==> src/hdl/sest_pkg.sv <==
// shared types, codes and helpers of the sensor edge subscription table
// no dependencies; every other file imports this package
package sest_pkg;

  // request kinds
  localparam logic REQ_SUBSCRIBE = 1'b0;
  localparam logic REQ_TICK      = 1'b1;

  // results per tick are capped
  localparam int unsigned MAX_RES = 16;
  localparam int unsigned CNT_W   = 5;

  // slot numbers carried along the chain, wide enough for the largest table
  localparam int unsigned SLOT_W = 6;

  // subscribe result codes
  typedef enum logic [1:0] {
    ST_ADDED = 2'd0,
    ST_DUP   = 2'd1,
    ST_FULL  = 2'd2
  } sub_status_e;

  // configuration register indexes
  typedef enum logic [1:0] {
    CFG_BLOCKER  = 2'd0,
    CFG_PUSHER   = 2'd1,
    CFG_ELEVATOR = 2'd2,
    CFG_DOOR     = 2'd3
  } cfg_idx_e;

  // input request
  typedef struct packed {
    logic        req_type;
    logic [4:0]  sensor_sel;
    logic        wanted_level;
    logic [3:0]  signal_id;
    logic        single_fire;
    logic [31:0] sensor_levels;
  } req_t;

  // result item
  typedef struct packed {
    logic [1:0] sub_status;
    logic       fired;
    logic [1:0] signal_index;
    logic [3:0] slot_index;
    logic       last;
  } res_t;

  // configured signal ids
  typedef struct packed {
    logic [3:0] blocker;
    logic [3:0] pusher;
    logic [3:0] elevator;
    logic [3:0] door;
  } ids_t;

  // one subscription
  typedef struct packed {
    logic [4:0] sensor;
    logic       level;
    logic [3:0] sig;
    logic       once;
  } ent_t;

  // scan record handed from cell to cell
  typedef struct packed {
    logic              tok;
    logic              dup_v;
    logic [SLOT_W-1:0] dup_idx;
    logic              free_v;
    logic [SLOT_W-1:0] free_idx;
    logic              pend_v;
    logic [1:0]        pend_sig;
    logic [3:0]        pend_slot;
    logic [CNT_W-1:0]  cnt;
  } carry_t;

  // result pushed out of a cell in mid scan
  typedef struct packed {
    logic valid;
    res_t res;
  } emit_t;

  // slot write after a subscribe scan
  typedef struct packed {
    logic              en;
    logic [SLOT_W-1:0] idx;
    ent_t              ent;
  } wr_t;

  // signal id lookup result
  typedef struct packed {
    logic       hit;
    logic [1:0] idx;
  } map_t;

  // map a signal id onto an output signal, lowest index wins
  function automatic map_t sig_map(logic [3:0] sig, ids_t ids);
    map_t m;
    m.hit = 1'b1;
    if (sig == ids.blocker) begin
      m.idx = 2'd0;
    end else if (sig == ids.pusher) begin
      m.idx = 2'd1;
    end else if (sig == ids.elevator) begin
      m.idx = 2'd2;
    end else if (sig == ids.door) begin
      m.idx = 2'd3;
    end else begin
      m.hit = 1'b0;
      m.idx = 2'd0;
    end
    return m;
  endfunction

endpackage

==> src/hdl/sest_cell.sv <==
// one slot of the subscription table: holds the entry and its previous level
// and works on the scan record as it passes; depends on sest_pkg
module sest_cell import sest_pkg::*; #(
  parameter int SLOT_NUM    = 0,
  parameter int NUM_SENSORS = 32
) (
  input  logic   clk_i,
  input  logic   rst_ni,
  input  req_t   req_i,
  input  ids_t   ids_i,
  input  logic   adv_i,
  input  wr_t    wr_i,
  input  carry_t cin_i,
  output carry_t cout_o,
  output emit_t  emit_o
);

  localparam logic [SLOT_W-1:0] SLOT_ID = SLOT_W'(SLOT_NUM);
  localparam logic [3:0]        SLOT_LO = 4'(SLOT_NUM % 16);

  ent_t   ent_q, ent_d;
  logic   prev_q, prev_d;
  carry_t cout_q, cout_d;

  logic   occ;
  logic   cur;
  logic   same;
  map_t   map;

  // slot lookups
  always_comb begin
    occ  = (ent_q.sig != 4'd0);
    cur  = (32'(ent_q.sensor) < NUM_SENSORS) ? req_i.sensor_levels[ent_q.sensor] : 1'b0;
    same = (ent_q.sensor == req_i.sensor_sel) && (ent_q.level == req_i.wanted_level) &&
           (ent_q.sig == req_i.signal_id);
    map  = sig_map(ent_q.sig, ids_i);
  end

  // work on the passing record
  always_comb begin
    cout_d = adv_i ? cin_i : cout_q;
    ent_d  = ent_q;
    prev_d = prev_q;
    emit_o = '0;
    if (adv_i && cin_i.tok) begin
      if (req_i.req_type == REQ_SUBSCRIBE) begin
        if (occ && same && !cin_i.dup_v) begin
          cout_d.dup_v   = 1'b1;
          cout_d.dup_idx = SLOT_ID;
        end
        if (!occ && !cin_i.free_v) begin
          cout_d.free_v   = 1'b1;
          cout_d.free_idx = SLOT_ID;
        end
      end else if (occ && (cur != prev_q)) begin
        prev_d = cur;
        if (cur == ent_q.level) begin
          if (map.hit && (32'(cin_i.cnt) < MAX_RES)) begin
            // older pending firing is not the last one any more
            if (cin_i.pend_v) begin
              emit_o.valid            = 1'b1;
              emit_o.res.sub_status   = ST_ADDED;
              emit_o.res.fired        = 1'b1;
              emit_o.res.signal_index = cin_i.pend_sig;
              emit_o.res.slot_index   = cin_i.pend_slot;
              emit_o.res.last         = 1'b0;
            end
            cout_d.pend_v    = 1'b1;
            cout_d.pend_sig  = map.idx;
            cout_d.pend_slot = SLOT_LO;
            cout_d.cnt       = cin_i.cnt + CNT_W'(1);
          end
          if (ent_q.once) begin
            ent_d = '0;
          end
        end
      end
    end
    // new subscription lands after the scan
    if (wr_i.en && (wr_i.idx == SLOT_ID)) begin
      ent_d = wr_i.ent;
    end
  end

  // slot state and record stage
  always_ff @(posedge clk_i or negedge rst_ni) begin
    if (!rst_ni) begin
      ent_q  <= '0;
      prev_q <= 1'b0;
      cout_q <= '0;
    end else begin
      ent_q  <= ent_d;
      prev_q <= prev_d;
      cout_q <= cout_d;
    end
  end

  assign cout_o = cout_q;

endmodule

==> src/hdl/sensor_edge_subscription_table_top.sv <==
// top level of the sensor edge subscription table: request register, chain of
// slot cells, result collection and output register; depends on sest_pkg, sest_cell
//
//  channel  | direction | handshake             | payload
//  ---------+-----------+-----------------------+-------------------------
//  in       | in        | in_valid_i/in_ready_o | in_data_i  (req_t)
//  out      | out       | out_valid_o/out_ready_i | out_data_o (res_t)
//  cfg      | in        | cfg_we_i              | cfg_idx_i, cfg_data_i
//
// a request walks the cell chain one slot per cycle while the output does not stall;
// a new request is taken once the previous one has placed its final result in the
// output register. any stall on the output freezes the whole chain.
// reset empties every slot at once and loads the default signal ids.
module sensor_edge_subscription_table_top import sest_pkg::*; #(
  parameter int SLOTS       = 16,
  parameter int NUM_SENSORS = 32
) (
  input  logic       clk_i,
  input  logic       rst_ni,
  input  logic       in_valid_i,
  output logic       in_ready_o,
  input  req_t       in_data_i,
  output logic       out_valid_o,
  input  logic       out_ready_i,
  output res_t       out_data_o,
  input  logic       cfg_we_i,
  input  logic [1:0] cfg_idx_i,
  input  logic [3:0] cfg_data_i
);

  logic   busy_q, busy_d;
  logic   launch_q, launch_d;
  req_t   req_q;
  ids_t   ids_q, ids_d;
  logic   out_valid_q, out_valid_d;
  res_t   out_q, out_d;

  logic   accept;
  logic   adv;
  logic   fin;
  carry_t chain [SLOTS+1];
  emit_t  emits [SLOTS];
  emit_t  emit_all;
  wr_t    wr;
  res_t   fin_res;

  assign accept = in_valid_i && in_ready_o;
  assign adv    = !out_valid_q || out_ready_i;
  assign fin    = chain[SLOTS].tok && adv;

  // configuration writes
  always_comb begin
    ids_d = ids_q;
    if (cfg_we_i) begin
      case (cfg_idx_e'(cfg_idx_i))
        CFG_BLOCKER:  ids_d.blocker  = cfg_data_i;
        CFG_PUSHER:   ids_d.pusher   = cfg_data_i;
        CFG_ELEVATOR: ids_d.elevator = cfg_data_i;
        CFG_DOOR:     ids_d.door     = cfg_data_i;
        default:      ids_d          = ids_q;
      endcase
    end
  end

  // request control
  always_comb begin
    busy_d   = busy_q;
    launch_d = launch_q;
    if (adv) begin
      launch_d = 1'b0;
    end
    if (fin) begin
      busy_d = 1'b0;
    end
    if (accept) begin
      busy_d   = 1'b1;
      launch_d = 1'b1;
    end
  end

  always_ff @(posedge clk_i or negedge rst_ni) begin
    if (!rst_ni) begin
      busy_q   <= 1'b0;
      launch_q <= 1'b0;
      ids_q    <= '{blocker: 4'd1, pusher: 4'd2, elevator: 4'd3, door: 4'd4};
    end else begin
      busy_q   <= busy_d;
      launch_q <= launch_d;
      ids_q    <= ids_d;
    end
  end

  // request payload
  always_ff @(posedge clk_i) begin
    if (accept) begin
      req_q <= in_data_i;
    end
  end

  assign in_ready_o = !busy_q;

  // head of the chain
  always_comb begin
    chain[0]     = '0;
    chain[0].tok = launch_q;
  end

  // row of slot cells
  for (genvar g = 0; g < SLOTS; g++) begin : g_cell
    sest_cell #(
      .SLOT_NUM    (g),
      .NUM_SENSORS (NUM_SENSORS)
    ) u_cell (
      .clk_i  (clk_i),
      .rst_ni (rst_ni),
      .req_i  (req_q),
      .ids_i  (ids_q),
      .adv_i  (adv),
      .wr_i   (wr),
      .cin_i  (chain[g]),
      .cout_o (chain[g+1]),
      .emit_o (emits[g])
    );
  end

  // at most one cell holds the token, so the pushes just merge
  always_comb begin
    emit_all = '0;
    for (int i = 0; i < SLOTS; i++) begin
      emit_all = emit_all | emits[i];
    end
  end

  // end of scan: final result and slot write
  always_comb begin
    fin_res  = '0;
    wr       = '0;
    wr.idx   = chain[SLOTS].free_idx;
    wr.ent   = '{sensor: req_q.sensor_sel, level: req_q.wanted_level,
                 sig: req_q.signal_id, once: req_q.single_fire};
    fin_res.last = 1'b1;
    if (req_q.req_type == REQ_TICK) begin
      if (chain[SLOTS].pend_v) begin
        fin_res.fired        = 1'b1;
        fin_res.signal_index = chain[SLOTS].pend_sig;
        fin_res.slot_index   = chain[SLOTS].pend_slot;
      end
    end else if (chain[SLOTS].dup_v) begin
      fin_res.sub_status = ST_DUP;
      fin_res.slot_index = chain[SLOTS].dup_idx[3:0];
    end else if (chain[SLOTS].free_v) begin
      fin_res.sub_status = ST_ADDED;
      fin_res.slot_index = chain[SLOTS].free_idx[3:0];
      wr.en              = fin;
    end else begin
      fin_res.sub_status = ST_FULL;
    end
  end

  // output register
  always_comb begin
    out_valid_d = out_valid_q;
    out_d       = out_q;
    if (adv) begin
      out_valid_d = fin || emit_all.valid;
      out_d       = fin ? fin_res : emit_all.res;
    end
  end

  always_ff @(posedge clk_i or negedge rst_ni) begin
    if (!rst_ni) begin
      out_valid_q <= 1'b0;
    end else begin
      out_valid_q <= out_valid_d;
    end
  end

  always_ff @(posedge clk_i) begin
    out_q <= out_d;
  end

  assign out_valid_o = out_valid_q;
  assign out_data_o  = out_q;

endmodule

==> config.mk <==
export PLATFORM = sky130hd
export DESIGN_NAME = sensor_edge_subscription_table_top
export DESIGN_NICKNAME = d
export VERILOG_FILES = /design/src/hdl/sest_pkg.sv /design/src/hdl/sest_cell.sv /design/src/hdl/sensor_edge_subscription_table_top.sv
export SDC_FILE = /design/constraint.sdc
export NUM_CORES = 2
export LEC_CHECK = 0
export BUFFER_PORTS_ARGS = -buffer_cell sky130_fd_sc_hd__buf_4
export CAP_MARGIN = 20
export CORE_MARGIN = 10
export CORE_UTILIZATION = 25
export CTS_BUF_LIST = sky130_fd_sc_hd__clkbuf_4 sky130_fd_sc_hd__clkbuf_8
export CTS_CLUSTER_DIAMETER = 200
export DETAILED_ROUTE_END_ITERATION = 16
export SYNTH_ARGS = -nofsm -noshare
export SYNTH_HDL_FRONTEND = slang
export SYNTH_HIERARCHICAL = 1
export SYNTH_SLANG_ARGS = --single-unit
==> constraint.sdc <==
create_clock -name clk_i -period 6.6 [get_ports clk_i]
set_input_delay 1.32 -clock clk_i [delete_from_list [all_inputs] [get_ports clk_i]]
set_output_delay 1.32 -clock clk_i [all_outputs]
set_load 0.02 [all_outputs]
Word level (Yosys, flattened, before mapping). Cells that the tools add are included. Widths: inputs -> output; s select.

Add/sub/neg operators: 15. $lt $le $gt $ge: 31. Eq/ne operators: 162. Muxes and demuxes: 506. Bitwise logic cells: 14. Reductions and logical operators: 344.

Operators by type and width (number): $mux 11 (186); $mux 26 (32); $mux 12 (64); $eq 4x4->1 (80); $mux 7 (33); $mux 14 (16); $reduce_bool 2->1 (82); $or 11x11->11 (14); $logic_and 1x1->1 (143); $mux 2 (67); $lt 5x6->1 const B (16); $mux 1 (87); $bmux 1 s5 (16); $eq 5x5->1 (16); $reduce_and 5->1 (16); $add 5x1->5 const B (15); $lt 5x5->1 const B (15); $reduce_and 4->1 (16); $reduce_bool 4->1 (16); $eq 6x4->1 const B (8); $reduce_and 3->1 (16); $logic_not 1->1 (47); $eq 1x1->1 (32); $eq 6x3->1 const B (4); 12 further kinds (35).

Register bits after elaboration: 697. Logic and storage cells: 1314.

Longest topological paths before layout.
Word-level depth: 26. Depth in mapped cells: 15. Gate-level depth less buffers: 11.

Modules after synthesis. Netlist, hierarchy kept.

Modules (own cells, without submodules): sest_cell (g_cell[10].u_cell ...) (instances 4, cells an instance 257, area an instance 2585.0 µm²); sest_cell (g_cell[14].u_cell ...) (instances 2, cells an instance 260, area an instance 2621.3 µm²); sest_cell (g_cell[1].u_cell ...) (instances 2, cells an instance 246, area an instance 2616.3 µm²); sest_cell (g_cell[11].u_cell ...) (instances 2, cells an instance 237, area an instance 2502.4 µm²); sensor_edge_subscription_table_top (instances 1, cells an instance 197, area an instance 2991.6 µm²); sest_cell (g_cell[0].u_cell) (instances 1, cells an instance 257, area an instance 2650.0 µm²); sest_cell (g_cell[8].u_cell) (instances 1, cells an instance 257, area an instance 2612.5 µm²); sest_cell (g_cell[4].u_cell) (instances 1, cells an instance 249, area an instance 2583.7 µm²); sest_cell (g_cell[12].u_cell) (instances 1, cells an instance 257, area an instance 2582.5 µm²); sest_cell (g_cell[3].u_cell) (instances 1, cells an instance 256, area an instance 2581.2 µm²); sest_cell (g_cell[15].u_cell) (instances 1, cells an instance 255, area an instance 2571.2 µm²).

Worst setup path after synthesis. OpenSTA, ideal clock, no wires.

Path type: input-to-reg. Start point: input out_ready_i. End point: register g_cell[0].u_cell/ent_q[7] in the netlist's numbering. Data arrival time: 4.560 ns. Required time: 6.532 ns. Setup slack: 1.972 ns. Cell stages on the path: 8. Buffers on the path: 1. Path through: nor2b_4 inv_2 nand2_1 nor4b_1 or4b_1 nor4_1 clkbuf_1 a22o_2.

RTL lines: from (decl) (RTL line sensor_edge_subscription_table_top.sv:24) `input logic out_ready_i,`; to (signal assigned) (RTL line sest_cell.sv:92) `ent_q <= ent_d;`; to (decl) (RTL line sest_cell.sv:21) `ent_t ent_q, ent_d;`.

==> summary.md <==
| Metric | Value |
|---|---|
| Status | `complete, no violations` |
| Clock tree root buffer cell | `clkbuf_8` |
| FMAX | `~0.21 GHz` |
| WL/cell | `around 22 µm` |
| Cell Pwr Density | `between 300 and 400 nW/µm²` |
| Initial antenna violation count | `2` |
| Die X | `roughly 430 µm` |
| Clock Path Buffers | `3` |
| TritonCTS buffer count | `roughly 120` |
| DRT Pass-1 Iters | `8` |
| Maxcap violations | `0` |
| GPL Wtd Cong | `just over 0.9` |
| Max H-tree Level | `3` |
| Die area | `roughly 190000 µm²` |
| Starting Density | `25.2%` |
| P_leak | `between 0.02 and 0.025 µW` |
| Vias in the first global route | `about 32000` |
| Slew Limit Fails | `0` |
| Max Clock Skew | `between 0.07 and 0.08 ns` |
| Setup crit start kind | `flop` |
| Worst EP required | `around 7.1 ns` |
| Final min period | `slightly below 5 ns` |
| Fin. Hold Viols | `0` |
| Slew @ Worst Pin | `about 1.2 ns` |
| Critical Path AT | `5.38 ns` |
| ANT nets after route | `0` |
| Fin crit share | `73.2%` |
| Area grow syn2layout | `11.9%` |
| Worst path max stage delay | `0.82 ns` |
| CP cell instances | `buf_4, xor2_1, nor4_4, nor4_1, nor4_1, o21ai_0, nand2_2, and3_1, nor4_1, nand4_1, o22a_1` |
| Die Y | `433 µm` |
| Post_cts resized | `0` |
| Largest net degree at the start of global routing | `160` |
| Setup ws final | `1.77 ns` |
| HP Class | `reg -> reg` |
| Critical setup path kind | `reg -> reg` |
| DRT Wirelength | `141 mm` |
| Clk Latency, worst-skew pair | `0.82 ns` |
| Fin nets | `4242` |
| IO buf count | `between 60 and 70` |
| DRC violations left | `0` |
| Buf/Inv on CP | `1` |
| Share of post-route cells with drive strength above 1 | `between 10% and 20%` |
| # setup viols final | `0` |
| Post-Place Worst Slack | `~1.5 ns` |
| Detailed Place HPWL | `slightly below 100 mm` |
| Sum Neg Setup Slack | `0 ns` |
| Post-CTS setup buffers | `0` |
| Num Clock Sinks | `656` |
| Hold_buf cts | `0` |
| Most used cell along the critical path | `nor4_1` |
| CTS tree | `yes` |
| Fillers | `17600` |
| Synth Warn # | `6` |
| Grt ovf | `0` |
| First-pass GRT wire length | `around 210 mm` |
| Syn Inst Count | `4096` |
| I/O pins | `67` |
| Slew HR | `about a fifth` |
| Row cnt | `between 150 and 200` |
| Top Family by Delay on Critical Path | `simple AND/OR/NAND/NOR gates` |
| Critical Path Slowest Stage Cell | `dfrtp_1` |
| Vias per cell | `slightly above 5` |
| Multi-input logic area | `approximately 24000 µm²` |
| Mapped cell area | `around 43000 µm²` |
| Iter 0 DRT Violations | `3557` |
| Clock Pin Slew Worst Setup and Hold Paths | `0.06 ns` |
| Register area | `16700 µm²` |
| DR vias | `about 33000` |
| Critical path fanouts, max | `16` |
| Mean Syn Cell Area | `between 10 and 15 µm²` |
| Core area | `about 170000 µm²` |
| Max VDD drop | `between 0.00015 and 0.0002 V` |
| Total track usage | `approximately 15%` |
| Setup crit end kind | `flop` |
| RSZ-0062 raised after global routing | `false` |
==> power breakdown <==
group	internal (µW)	switching, µW
Clock	2450	1890
Sequential	5480	1830
Combinational	2540	3290
==> state kept, by name (all words and copies together), names as in the netlist <==
| signal | flops |
|---|---|
| launch_q | 1 |
| g_cell.u_cell/prev_q | 16 |
| g_cell.u_cell/ent_q | 176 |
| ids_q | 16 |
| g_cell.u_cell/cout_o | 391 |
| out_valid_o | 1 |
| busy_q | 1 |
| out_data_o | 10 |
| req_q | 44 |
==> worst register-to-register path: cells and delay by family, from the launching register on <==
family	cells	cell delay [ns]
AO/OA/AOI/OAI	2	0.56
XOR/XNOR	1	0.31
buffers and inverters	1	0.41
flip-flops	1	0.82
AND/OR/NAND/NOR	7	2.46
==> layout by cell type, fill, tap and decap left out, types with 17 or more instances in the layout <==
| master | count |
|---|---|
| nor4_1 | 142 |
| nor2_1 | 249 |
| o21ai_0 | 64 |
| mux2_2 | 54 |
| nand4_1 | 64 |
| mux2i_1 | 599 |
| or4_1 | 23 |
| clkbuf_4 | 32 |
| nor3_1 | 42 |
| nor2_2 | 18 |
| xnor2_1 | 131 |
| nand3_1 | 113 |
| xor2_1 | 284 |
| dfrtp_1 | 597 |
| mux4_2 | 18 |
| and2_4 | 17 |
| nand2b_1 | 57 |
| a22oi_1 | 43 |
| a211oi_1 | 23 |
| or3_1 | 24 |
| clkbuf_8 | 151 |
| clkinv_2 | 23 |
| edfxtp_1 | 54 |
| mux4_1 | 20 |
| and3_1 | 75 |
| a31oi_1 | 26 |
| conb_1 | 96 |
| a211o_1 | 64 |
| inv_1 | 48 |
| nor2b_1 | 120 |
| nor4_4 | 28 |
| nand2_1 | 255 |
| a21oi_1 | 153 |
| buf_4 | 155 |
| and2_1 | 34 |
| o22ai_1 | 20 |
==> per-layer routing <==
metal	track usage [%]	routed length, µm	vias to the layer above
met5	0	0	-
met4	6.28	5910	0
met3	2.91	10600	319
met2	22.1	61900	1369
met1	20.0	63100	16500
li1	-	-	14900
==> per-stage QoR <==
stage / std cells / hold WS, ns / total power, µW / utilization [%] / area [µm²]
after floorplan: 4175 / 0.451 / 10900 / - / 42900
after global placement: 6263 / 0.461 / 12900 / 26.5 / 45000
after detailed placement: 6265 / 0.464 / 13000 / 26.5 / 45000
after CTS: 6487 / 0.481 / 17400 / 28.1 / 47700
after global routing: 6494 / 0.507 / 18400 / 28.2 / 47700
final: 6494 / 0.478 / 17500 / 28.2 / 47700
==> area by class of cell <==
cell class              instances  share of cell area (%)
multi-input cells            3182                    50.4
flip-flops and latches        656                    35.0
well taps                    2218                    5.82
repair buffers                166                    2.70
diodes                          1                 0.00524
clock inverters                39                   0.797
inverters                      49                   0.401
clock buffers                 183                    4.86
==> worst paths after layout <==
path / from / endpoint / slack (ns) / depth (start not counted)
setup / recovery: ids_q[8] / out_data_o[3] / 1.77 / 11
max in group asynchronous: rst_ni / g_cell[13].u_cell/cout_o[22] / 4.68 / 2
hold reg to reg: g_cell[5].u_cell/cout_o[21] / g_cell[6].u_cell/cout_o[21] / 0.48 / 1
min in group asynchronous: rst_ni / g_cell[4].u_cell/cout_o[9] / 0.52 / 1
setup reg to reg: ids_q[8] / out_data_o[3] / 1.77 / 11
hold / removal: g_cell[5].u_cell/cout_o[21] / g_cell[6].u_cell/cout_o[21] / 0.48 / 1
(Power assumes the default switching activity.)
